File: src/design/serial_frame_deframer_classifier_macros.svh
// Assertion macros used by the deframer module.
`ifndef SERIAL_FRAME_DEFRAMER_CLASSIFIER_MACROS_SVH
`define SERIAL_FRAME_DEFRAMER_CLASSIFIER_MACROS_SVH

// The consequent must hold in the same cycle as the antecedent.
`define SFDC_ASSERT_NOW(label, clk, rstn, ante, cons, msg) \
  label: assert property (@(posedge clk) disable iff (!(rstn)) (ante) |-> (cons)) \
    else $error(msg);

// The consequent must hold in the cycle after the antecedent.
`define SFDC_ASSERT_NEXT(label, clk, rstn, ante, cons, msg) \
  label: assert property (@(posedge clk) disable iff (!(rstn)) (ante) |=> (cons)) \
    else $error(msg);

`endif

File: src/design/sfdc_pkg.sv
package sfdc_pkg;

  localparam int unsigned MAX_FRAME_DEFAULT = 256;
  localparam logic [7:0]  MIN_LEN_RESET     = 8'd25;

  localparam logic [7:0] HEAD_FIRST  = 8'h7E;
  localparam logic [7:0] HEAD_SECOND = 8'h5A;
  localparam logic [7:0] TAIL_FIRST  = 8'h11;
  localparam logic [7:0] TAIL_SECOND = 8'h55;

  localparam logic [7:0] MARKER_BYTE = 8'hFF;
  localparam logic [7:0] IGNORE_BYTE = 8'h01;
  localparam logic [7:0] GROUP_ONE   = 8'h01;
  localparam logic [7:0] GROUP_TWO   = 8'h02;
  localparam logic [7:0] TYPE_MIN    = 8'h01;
  localparam logic [7:0] TYPE_MAX    = 8'h11;
  localparam logic [7:0] TYPE_RESET  = 8'h01;

  localparam int unsigned POS_MARKER_A = 9;
  localparam int unsigned POS_MARKER_B = 10;
  localparam int unsigned POS_IGNORE   = 13;
  localparam int unsigned POS_GROUP    = 23;
  localparam int unsigned POS_TYPE     = 24;
  localparam int unsigned POS_TAIL_MIN = 2;

  typedef logic [4:0] kind_t;

  localparam kind_t KIND_NONE          = 5'd0;
  localparam kind_t KIND_FACTORY_RESET = 5'd18;

  // Kind of a frame from its captured bytes, before the length check.
  function automatic kind_t classify(input logic       marker_ok,
                                     input logic       ignore,
                                     input logic [7:0] group_byte,
                                     input logic [7:0] type_byte);
    kind_t kind;
    kind = KIND_NONE;
    if (marker_ok && !ignore) begin
      if (group_byte == GROUP_ONE) begin
        if (type_byte >= TYPE_MIN && type_byte <= TYPE_MAX) begin
          kind = type_byte[4:0];
        end
      end else if (group_byte == GROUP_TWO && type_byte == TYPE_RESET) begin
        kind = KIND_FACTORY_RESET;
      end
    end
    return kind;
  endfunction

endpackage

File: src/design/sfdc_byte_if.sv
interface sfdc_byte_if;
  logic       valid;
  logic       ready;
  logic [7:0] data_byte;

  modport source (output valid, output data_byte, input ready);
  modport sink (input valid, input data_byte, output ready);
endinterface

File: src/design/sfdc_cfg_if.sv
interface sfdc_cfg_if;
  logic       valid;
  logic       ready;
  logic [7:0] data;

  modport source (output valid, output data, input ready);
  modport sink (input valid, input data, output ready);
endinterface

File: src/design/sfdc_result_if.sv
interface sfdc_result_if;
  logic              valid;
  logic              ready;
  logic [7:0]        data;
  logic [7:0]        index;
  logic              frame_end;
  logic [8:0]        frame_length;
  sfdc_pkg::kind_t   kind;
  logic              overflow;

  modport source (output valid, output data, output index, output frame_end,
                  output frame_length, output kind, output overflow, input ready);
  modport sink (input valid, input data, input index, input frame_end,
                input frame_length, input kind, input overflow, output ready);
endinterface

File: src/design/serial_frame_deframer_classifier.sv
// Channel  Direction  Payload
// cfg_i    in         data: minimum frame length, exclusive (8 bit)
// in_i     in         data_byte: received serial byte (8 bit)
// res_o    out        data, index, frame_end, frame_length, kind, overflow
//
// One byte is taken per cycle unless res_o stalls; its result is registered
// for the next cycle. A byte is taken whenever the output register is empty or
// is being emptied in the same cycle, so a stall on res_o holds back in_i.
// Bytes seen while hunting give no result, save the second header byte. Reset
// returns to hunting and sets the minimum length to 25; the configuration
// port is always ready.
`include "serial_frame_deframer_classifier_macros.svh"

module serial_frame_deframer_classifier #(
  parameter int unsigned MaxFrame = sfdc_pkg::MAX_FRAME_DEFAULT
) (
  input logic              clk_i,
  input logic              rst_ni,
  sfdc_cfg_if.sink         cfg_i,
  sfdc_byte_if.sink        in_i,
  sfdc_result_if.source    res_o
);

  localparam int unsigned PosW = $clog2(MaxFrame);
  localparam int unsigned LenW = PosW + 1;
  localparam int unsigned CmpW = (LenW > 8) ? LenW : 8;

  logic [7:0]      min_len_q;
  logic            in_frame_q, in_frame_d;
  logic            head_seen_q, head_seen_d;
  logic            tail_seen_q, tail_seen_d;
  logic [PosW-1:0] pos_q, pos_d;
  logic            marker_ok_q, marker_ok_d;
  logic            ignore_q, ignore_d;
  logic [7:0]      group_q, group_d;
  logic [7:0]      type_q, type_d;

  logic            res_valid_q, res_valid_d;
  logic [7:0]      res_data_q, res_data_d;
  logic [7:0]      res_index_q, res_index_d;
  logic            res_end_q, res_end_d;
  logic [8:0]      res_len_q, res_len_d;
  sfdc_pkg::kind_t res_kind_q, res_kind_d;
  logic            res_ovf_q, res_ovf_d;
  logic            res_load;

  logic            accept;
  logic [7:0]      b;
  logic [PosW-1:0] pos_nx;
  logic [LenW-1:0] len;
  logic            closes;
  logic            at_limit;
  logic            long_enough;
  sfdc_pkg::kind_t kind_raw;

  assign cfg_i.ready = 1'b1;
  assign in_i.ready  = !res_valid_q || res_o.ready;
  assign accept      = in_i.valid && in_i.ready;
  assign b           = in_i.data_byte;

  assign pos_nx      = pos_q + PosW'(1);
  assign len         = {1'b0, pos_nx} + LenW'(1);
  assign closes      = tail_seen_q && (b == sfdc_pkg::TAIL_SECOND);
  assign at_limit    = (pos_nx == PosW'(MaxFrame - 1));
  assign long_enough = CmpW'(len) > CmpW'(min_len_q);

  always_comb begin
    in_frame_d  = in_frame_q;
    head_seen_d = head_seen_q;
    tail_seen_d = tail_seen_q;
    pos_d       = pos_q;
    marker_ok_d = marker_ok_q;
    ignore_d    = ignore_q;
    group_d     = group_q;
    type_d      = type_q;
    res_load    = 1'b0;
    res_data_d  = b;
    res_index_d = 8'(pos_nx);
    res_end_d   = 1'b0;
    res_len_d   = '0;
    res_kind_d  = sfdc_pkg::KIND_NONE;
    res_ovf_d   = 1'b0;
    kind_raw    = sfdc_pkg::KIND_NONE;

    if (accept) begin
      if (!in_frame_q) begin
        if (head_seen_q && b == sfdc_pkg::HEAD_SECOND) begin
          in_frame_d  = 1'b1;
          head_seen_d = 1'b0;
          tail_seen_d = 1'b0;
          pos_d       = PosW'(1);
          marker_ok_d = 1'b0;
          ignore_d    = 1'b0;
          group_d     = '0;
          type_d      = '0;
          res_load    = 1'b1;
          res_index_d = 8'd1;
        end else begin
          head_seen_d = (b == sfdc_pkg::HEAD_FIRST);
        end
      end else begin
        if (pos_nx == PosW'(sfdc_pkg::POS_MARKER_A)) begin
          marker_ok_d = (b == sfdc_pkg::MARKER_BYTE);
        end else if (pos_nx == PosW'(sfdc_pkg::POS_MARKER_B)) begin
          marker_ok_d = marker_ok_q && (b == sfdc_pkg::MARKER_BYTE);
        end else if (pos_nx == PosW'(sfdc_pkg::POS_IGNORE)) begin
          ignore_d = (b == sfdc_pkg::IGNORE_BYTE);
        end else if (pos_nx == PosW'(sfdc_pkg::POS_GROUP)) begin
          group_d = b;
        end else if (pos_nx == PosW'(sfdc_pkg::POS_TYPE)) begin
          type_d = b;
        end
        kind_raw = sfdc_pkg::classify(marker_ok_d, ignore_d, group_d, type_d);
        res_load = 1'b1;

        if (closes || at_limit) begin
          in_frame_d  = 1'b0;
          head_seen_d = 1'b0;
          tail_seen_d = 1'b0;
          pos_d       = '0;
          marker_ok_d = 1'b0;
          ignore_d    = 1'b0;
          group_d     = '0;
          type_d      = '0;
          res_end_d   = 1'b1;
          if (closes) begin
            res_len_d  = 9'(len);
            res_kind_d = long_enough ? kind_raw : sfdc_pkg::KIND_NONE;
          end else begin
            res_len_d = 9'(MaxFrame);
            res_ovf_d = 1'b1;
          end
        end else begin
          tail_seen_d = (pos_nx >= PosW'(sfdc_pkg::POS_TAIL_MIN)) &&
                        (b == sfdc_pkg::TAIL_FIRST);
          pos_d       = pos_nx;
        end
      end
    end

    res_valid_d = res_valid_q && !res_o.ready;
    if (res_load) begin
      res_valid_d = 1'b1;
    end
  end

  always_ff @(posedge clk_i or negedge rst_ni) begin
    if (!rst_ni) begin
      min_len_q   <= sfdc_pkg::MIN_LEN_RESET;
      in_frame_q  <= 1'b0;
      head_seen_q <= 1'b0;
      tail_seen_q <= 1'b0;
      pos_q       <= '0;
      marker_ok_q <= 1'b0;
      ignore_q    <= 1'b0;
      group_q     <= '0;
      type_q      <= '0;
      res_valid_q <= 1'b0;
    end else begin
      if (cfg_i.valid && cfg_i.ready) begin
        min_len_q <= cfg_i.data;
      end
      in_frame_q  <= in_frame_d;
      head_seen_q <= head_seen_d;
      tail_seen_q <= tail_seen_d;
      pos_q       <= pos_d;
      marker_ok_q <= marker_ok_d;
      ignore_q    <= ignore_d;
      group_q     <= group_d;
      type_q      <= type_d;
      res_valid_q <= res_valid_d;
    end
  end

  always_ff @(posedge clk_i) begin
    if (res_load) begin
      res_data_q  <= res_data_d;
      res_index_q <= res_index_d;
      res_end_q   <= res_end_d;
      res_len_q   <= res_len_d;
      res_kind_q  <= res_kind_d;
      res_ovf_q   <= res_ovf_d;
    end
  end

  assign res_o.valid        = res_valid_q;
  assign res_o.data         = res_data_q;
  assign res_o.index        = res_index_q;
  assign res_o.frame_end    = res_end_q;
  assign res_o.frame_length = res_len_q;
  assign res_o.kind         = res_kind_q;
  assign res_o.overflow     = res_ovf_q;

  `SFDC_ASSERT_NOW(a_mid_frame_clean, clk_i, rst_ni,
    res_valid_q && !res_end_q,
    !res_ovf_q && res_kind_q == sfdc_pkg::KIND_NONE && res_len_q == '0,
    "Result before the end of a frame carries end-of-frame fields")
  `SFDC_ASSERT_NOW(a_overflow_shape, clk_i, rst_ni,
    res_valid_q && res_ovf_q,
    res_end_q && res_kind_q == sfdc_pkg::KIND_NONE,
    "Abandoned frame is not marked as an end without a kind")
  `SFDC_ASSERT_NOW(a_hunt_position, clk_i, rst_ni,
    !in_frame_q,
    pos_q == '0 && !tail_seen_q,
    "Frame position is not cleared while hunting")
  `SFDC_ASSERT_NEXT(a_stall_holds, clk_i, rst_ni,
    res_valid_q && !res_o.ready,
    res_valid_q && $stable(res_data_q) && $stable(res_index_q) && !$past(accept),
    "Stalled result was replaced or a byte was taken during a stall")

endmodule

File: src/flat_wrapper.sv
// flat-port wrapper written by rule: the top's interface ports become plain ports
module serial_frame_deframer_classifier_flat 
#(
  parameter int unsigned MaxFrame = sfdc_pkg::MAX_FRAME_DEFAULT
)
  (clk_i, rst_ni, cfg_i_valid, cfg_i_data, cfg_i_ready, in_i_valid, in_i_data_byte, in_i_ready, res_o_valid, res_o_data, res_o_index, res_o_frame_end, res_o_frame_length, res_o_kind, res_o_overflow, res_o_ready);
  sfdc_cfg_if cfg_i_i ();
  sfdc_byte_if in_i_i ();
  sfdc_result_if res_o_i ();
  input logic clk_i;
  input logic rst_ni;
  input wire logic [$bits(cfg_i_i.valid)-1:0] cfg_i_valid;
  input wire logic [$bits(cfg_i_i.data)-1:0] cfg_i_data;
  output wire logic [$bits(cfg_i_i.ready)-1:0] cfg_i_ready;
  input wire logic [$bits(in_i_i.valid)-1:0] in_i_valid;
  input wire logic [$bits(in_i_i.data_byte)-1:0] in_i_data_byte;
  output wire logic [$bits(in_i_i.ready)-1:0] in_i_ready;
  output wire logic [$bits(res_o_i.valid)-1:0] res_o_valid;
  output wire logic [$bits(res_o_i.data)-1:0] res_o_data;
  output wire logic [$bits(res_o_i.index)-1:0] res_o_index;
  output wire logic [$bits(res_o_i.frame_end)-1:0] res_o_frame_end;
  output wire logic [$bits(res_o_i.frame_length)-1:0] res_o_frame_length;
  output wire logic [$bits(res_o_i.kind)-1:0] res_o_kind;
  output wire logic [$bits(res_o_i.overflow)-1:0] res_o_overflow;
  input wire logic [$bits(res_o_i.ready)-1:0] res_o_ready;
  assign cfg_i_i.valid = cfg_i_valid;
  assign cfg_i_i.data = cfg_i_data;
  assign cfg_i_ready = cfg_i_i.ready;
  assign in_i_i.valid = in_i_valid;
  assign in_i_i.data_byte = in_i_data_byte;
  assign in_i_ready = in_i_i.ready;
  assign res_o_valid = res_o_i.valid;
  assign res_o_data = res_o_i.data;
  assign res_o_index = res_o_i.index;
  assign res_o_frame_end = res_o_i.frame_end;
  assign res_o_frame_length = res_o_i.frame_length;
  assign res_o_kind = res_o_i.kind;
  assign res_o_overflow = res_o_i.overflow;
  assign res_o_i.ready = res_o_ready;
  serial_frame_deframer_classifier #(.MaxFrame(MaxFrame)) u_core (.clk_i(clk_i), .rst_ni(rst_ni), .cfg_i(cfg_i_i), .in_i(in_i_i), .res_o(res_o_i));
endmodule
File: config.mk
export PLATFORM = sky130hd
export DESIGN_NAME = serial_frame_deframer_classifier_flat
export DESIGN_NICKNAME = d
export VERILOG_FILES = /design/src/design/sfdc_pkg.sv /design/src/design/sfdc_byte_if.sv /design/src/design/sfdc_cfg_if.sv /design/src/design/sfdc_result_if.sv /design/src/design/serial_frame_deframer_classifier.sv /design/src/flat_wrapper.sv
export VERILOG_INCLUDE_DIRS = /design/src /design/src/design
export SDC_FILE = /design/constraint.sdc
export NUM_CORES = 1
export LEC_CHECK = 0
export BUFFER_PORTS_ARGS = -buffer_cell sky130_fd_sc_hd__buf_4
export CAP_MARGIN = 20
export CORE_MARGIN = 5
export CORE_UTILIZATION = 40
export CTS_CLUSTER_SIZE = 28
export DETAILED_ROUTE_END_ITERATION = 8
export PLACE_DENSITY_LB_ADDON = 0.15
export SYNTH_ARGS = -nofsm -noshare
export SYNTH_HDL_FRONTEND = slang
export SYNTH_SLANG_ARGS = --single-unit
File: constraint.sdc
create_clock -name clk_i -period 3.65 [get_ports clk_i]
set_input_delay 0.73 -clock clk_i [delete_from_list [all_inputs] [get_ports clk_i]]
set_output_delay 0.73 -clock clk_i [all_outputs]
set_load 0.005 [all_outputs]
==> results.md <==
* Period utilization at 93.4%
* DR iter-0 viols at 185
* Seq pwr share at 50.2%
* Flop2flop setup slack at 0.24 ns
* IO buf count at 54
* Reg2Reg Depth at 13
* CP Data Arrival Time at 3.58 ns
* Achievable Freq at 0.293 GHz
* Layout cells sized above 1 at 24.5%
* Final Max Slew Viols at 0
* Actual slew at the worst max-slew pin at 0.708 ns
* Post-Syn Area per Cell at 10.7 um2
* Final Setup Violations at 0
* Cells after Synth at 337
* Post-Syn Nets at 371
* Net Switching at 348 uW
* Rows at 34
* Reg2reg start: u_core.pos_q[1]
* CTS tree: done
* Clock tree buffer depth at 2
* Clk_lat worst skew at 0.35 ns
* CTS Sinks at 70
* P per Cell Area at 378 nW/um2
* Dpl hpwl at 6430 um
* Finished Core Util at 50.1%
* Worst setup path end: u_core.res_o.kind[2]
* Post-CTS Setup Bufs at 0
* CP Launch Point: u_core.pos_q[1]
* Vias at 2785
* Leakage at 1.94 nW
* Top FF cell, synth: dfrtp_1
* Yosys warns at 0
* Clk root buf: clkbuf_8
* Largest net degree at the start of global routing at 39
* Worst R2R End: u_core.res_o.kind[2]
* Htree depth at 3
* Final #Nets at 433
* Worst Skew at 0.00720 ns
* Logic pwr share at 4.7%
* RSZ-0062 raised after global routing: no
* EDFF count, synth at 32
* Startpoint Class: flop
* Max-slew headroom at 52.4%
* Switching part of the total power at 21.0%
* Aggregate routed wire length at 8710 um
* Starting Density at 41.1%
* DRC at 0
* Ys async rst share at 54.3%
* Core area at 8760 um2
* Top fanout value on the critical path at 9
* Area growth syn-to-layout at 21.9%
* Total CTS buffers at 9
* P_int at 1.31 mW
* Final Wtd Congestion at 0.878
* Clk slew on worst S/H paths at 0.08 ns
* All-Layer GR Usage at 16.3%
* Routed len/inst at 17.0 um
* Via count of the first global-routing pass at 2827
* CP Capture Type: flop
* Overall power at 1.66 mW
* Fin crit period at 3.41 ns
* Status: completed
* Max-Cap Viols at 0
* Die width at 105 um
* Chip height at 105 um
* First-pass GRT wire length at 14400 um
* Inserted Diodes at 0
* Ports at 56
* VDD IR max at 0.000206 V
* Sum Neg Setup Slack at 0 ns
* Post-synthesis sequential area ratio at 53.1%
* Synthesized cell area at 3600 um2
* Flops & latches, synth at 70
* GRT Residual Overflow at 0
* Crit Path Category: flop to flop
* Vias/cell at 5.44
* Die ar. at 11000 um2
* Drt first pass iters at 4
* Synth unique cells at 55
* Antenna violations before repair at 0
* Hold Slack at 0.352 ns
* Antenna viol nets, final at 0
* Clock group share of total power at 45.2%
* Worst Hold Class: input pin to asynchronous set/reset pin
* Final Hold Fails at 0
* Required @ worst endpoint at 3.82 ns
-- cells in the final DEF, fill, tap and decap left out, types with 12 or more instances in the layout --
cell       n
a22o_1    16
buf_4     62
dfrtp_1   33
edfxtp_1  32
ha_1      12
inv_1     19
nand2_1   30
nor2_1    25
nor3_1    15
o21ai_0   23
-- final cells by class --
cell class                 count  area, um2
clock buffer                  10        128
fill                         817       4370
inverter                      19       71.3
multi-input combinational    237       1570
sequential                    70       1920
timing repair buffer          62        465
tap                          108        135
clock inverter                 6        110
-- logic make-up after synthesis --
group	Yosys count	synth area share [%]
and+or+nand+nor	132	19.7
adders and majority gates	13	4.51
DFF	70	53.1
AOI/OAI and AO/OA	70	13.4
xor gates and xnor gates	10	2.43
buffers and inverters	30	3.51
other	1	0.104
muxes	11	3.16
-- flip-flops by register name, indices dropped and copies added, names as in the netlist --
register and count:
u_core.group_q 8, u_core.head_seen_q 1, u_core.ignore_q 1, u_core.in_frame_q 1
u_core.marker_ok_q 1, u_core.min_len_q 8, u_core.pos_q 8, u_core.res_o.data 8
u_core.res_o.frame_end 1, u_core.res_o.frame_length 9, u_core.res_o.index 8, u_core.res_o.kind 5
u_core.res_o.overflow 1, u_core.res_o.valid 1, u_core.tail_seen_q 1, u_core.type_q 8
-- how the worst min path moves through the flow --
stage | from | end | slack (ns)
4_1_cts | rst_ni | u_core.pos_q[5] | 0.36
3_5_place_dp | u_core.group_q[2] | u_core.group_q[2] | 0.48
6_report | rst_ni | u_core.pos_q[6] | 0.35
5_1_grt | rst_ni | u_core.type_q[5] | 0.38
3_3_place_gp | u_core.tail_seen_q | u_core.tail_seen_q | 0.46
2_1_floorplan | rst_ni | u_core.group_q[0] | 0.43
-- worst max-delay path, stage by stage (launching register included) --
cell,delay (ns)
dfrtp_2,0.45
ha_2,0.28
and3_1,0.22
mux2_2,0.39
a21o_1,0.18
nor2_1,0.11
xnor2_1,0.10
ha_1,0.36
nand4_1,0.13
a21oi_1,0.15
o221ai_1,0.16
a211oi_2,0.25
nand4b_2,0.19
nor3_1,0.27
-- synthesized netlist by cell type (all sizes together) (9+ instances only) --
library cell | instances | share of area, %
inv | 19 | 2.0
nand2 | 30 | 3.1
and3 | 10 | 1.7
ha | 13 | 4.5
nor2 | 27 | 3.0
xnor2 | 9 | 2.2
dfrtp | 35 | 24
a22o | 16 | 3.9
o21ai | 27 | 3.7
edfxtp | 32 | 27
nor3 | 15 | 2.1
-- stage by stage --
step / instance area [um2] / std cells / setup slack [ns]
after global placement: 4150 / 496 / 0.336
after floorplan: 3600 / 337 / 0.506
after CTS: 4390 / 512 / 0.0689
final: 4390 / 512 / 0.241
after global routing: 4390 / 512 / 0.0362
after detailed placement: 4150 / 496 / 0.0978
-- timing repair --
item,4_1_cts,5_1_grt
resized for setup,0,3
setup endpoints to repair,0,5
hold buffers,0,0
-- power by group through the flow --
stage / logic [mW] / clock network [mW] / registers (mW)
5_1_grt: 0.0887 / 0.812 / 0.834
2_1_floorplan: 0.0354 / 0 / 0.850
3_3_place_gp: 0.0776 / 0 / 0.850
6_report: 0.0779 / 0.751 / 0.834
4_1_cts: 0.0796 / 0.772 / 0.834
3_5_place_dp: 0.0794 / 0 / 0.850
-- routing by layer --
layer	vias to the layer above	share of wire [%]	GRT usage, %
met5	-	0	0
met4	0	1.2	4.75
met3	9	5.8	4.69
met2	70	47	25.4
met1	1354	46	22.1
li1	1352	-	-
(Power assumes the default switching activity.)
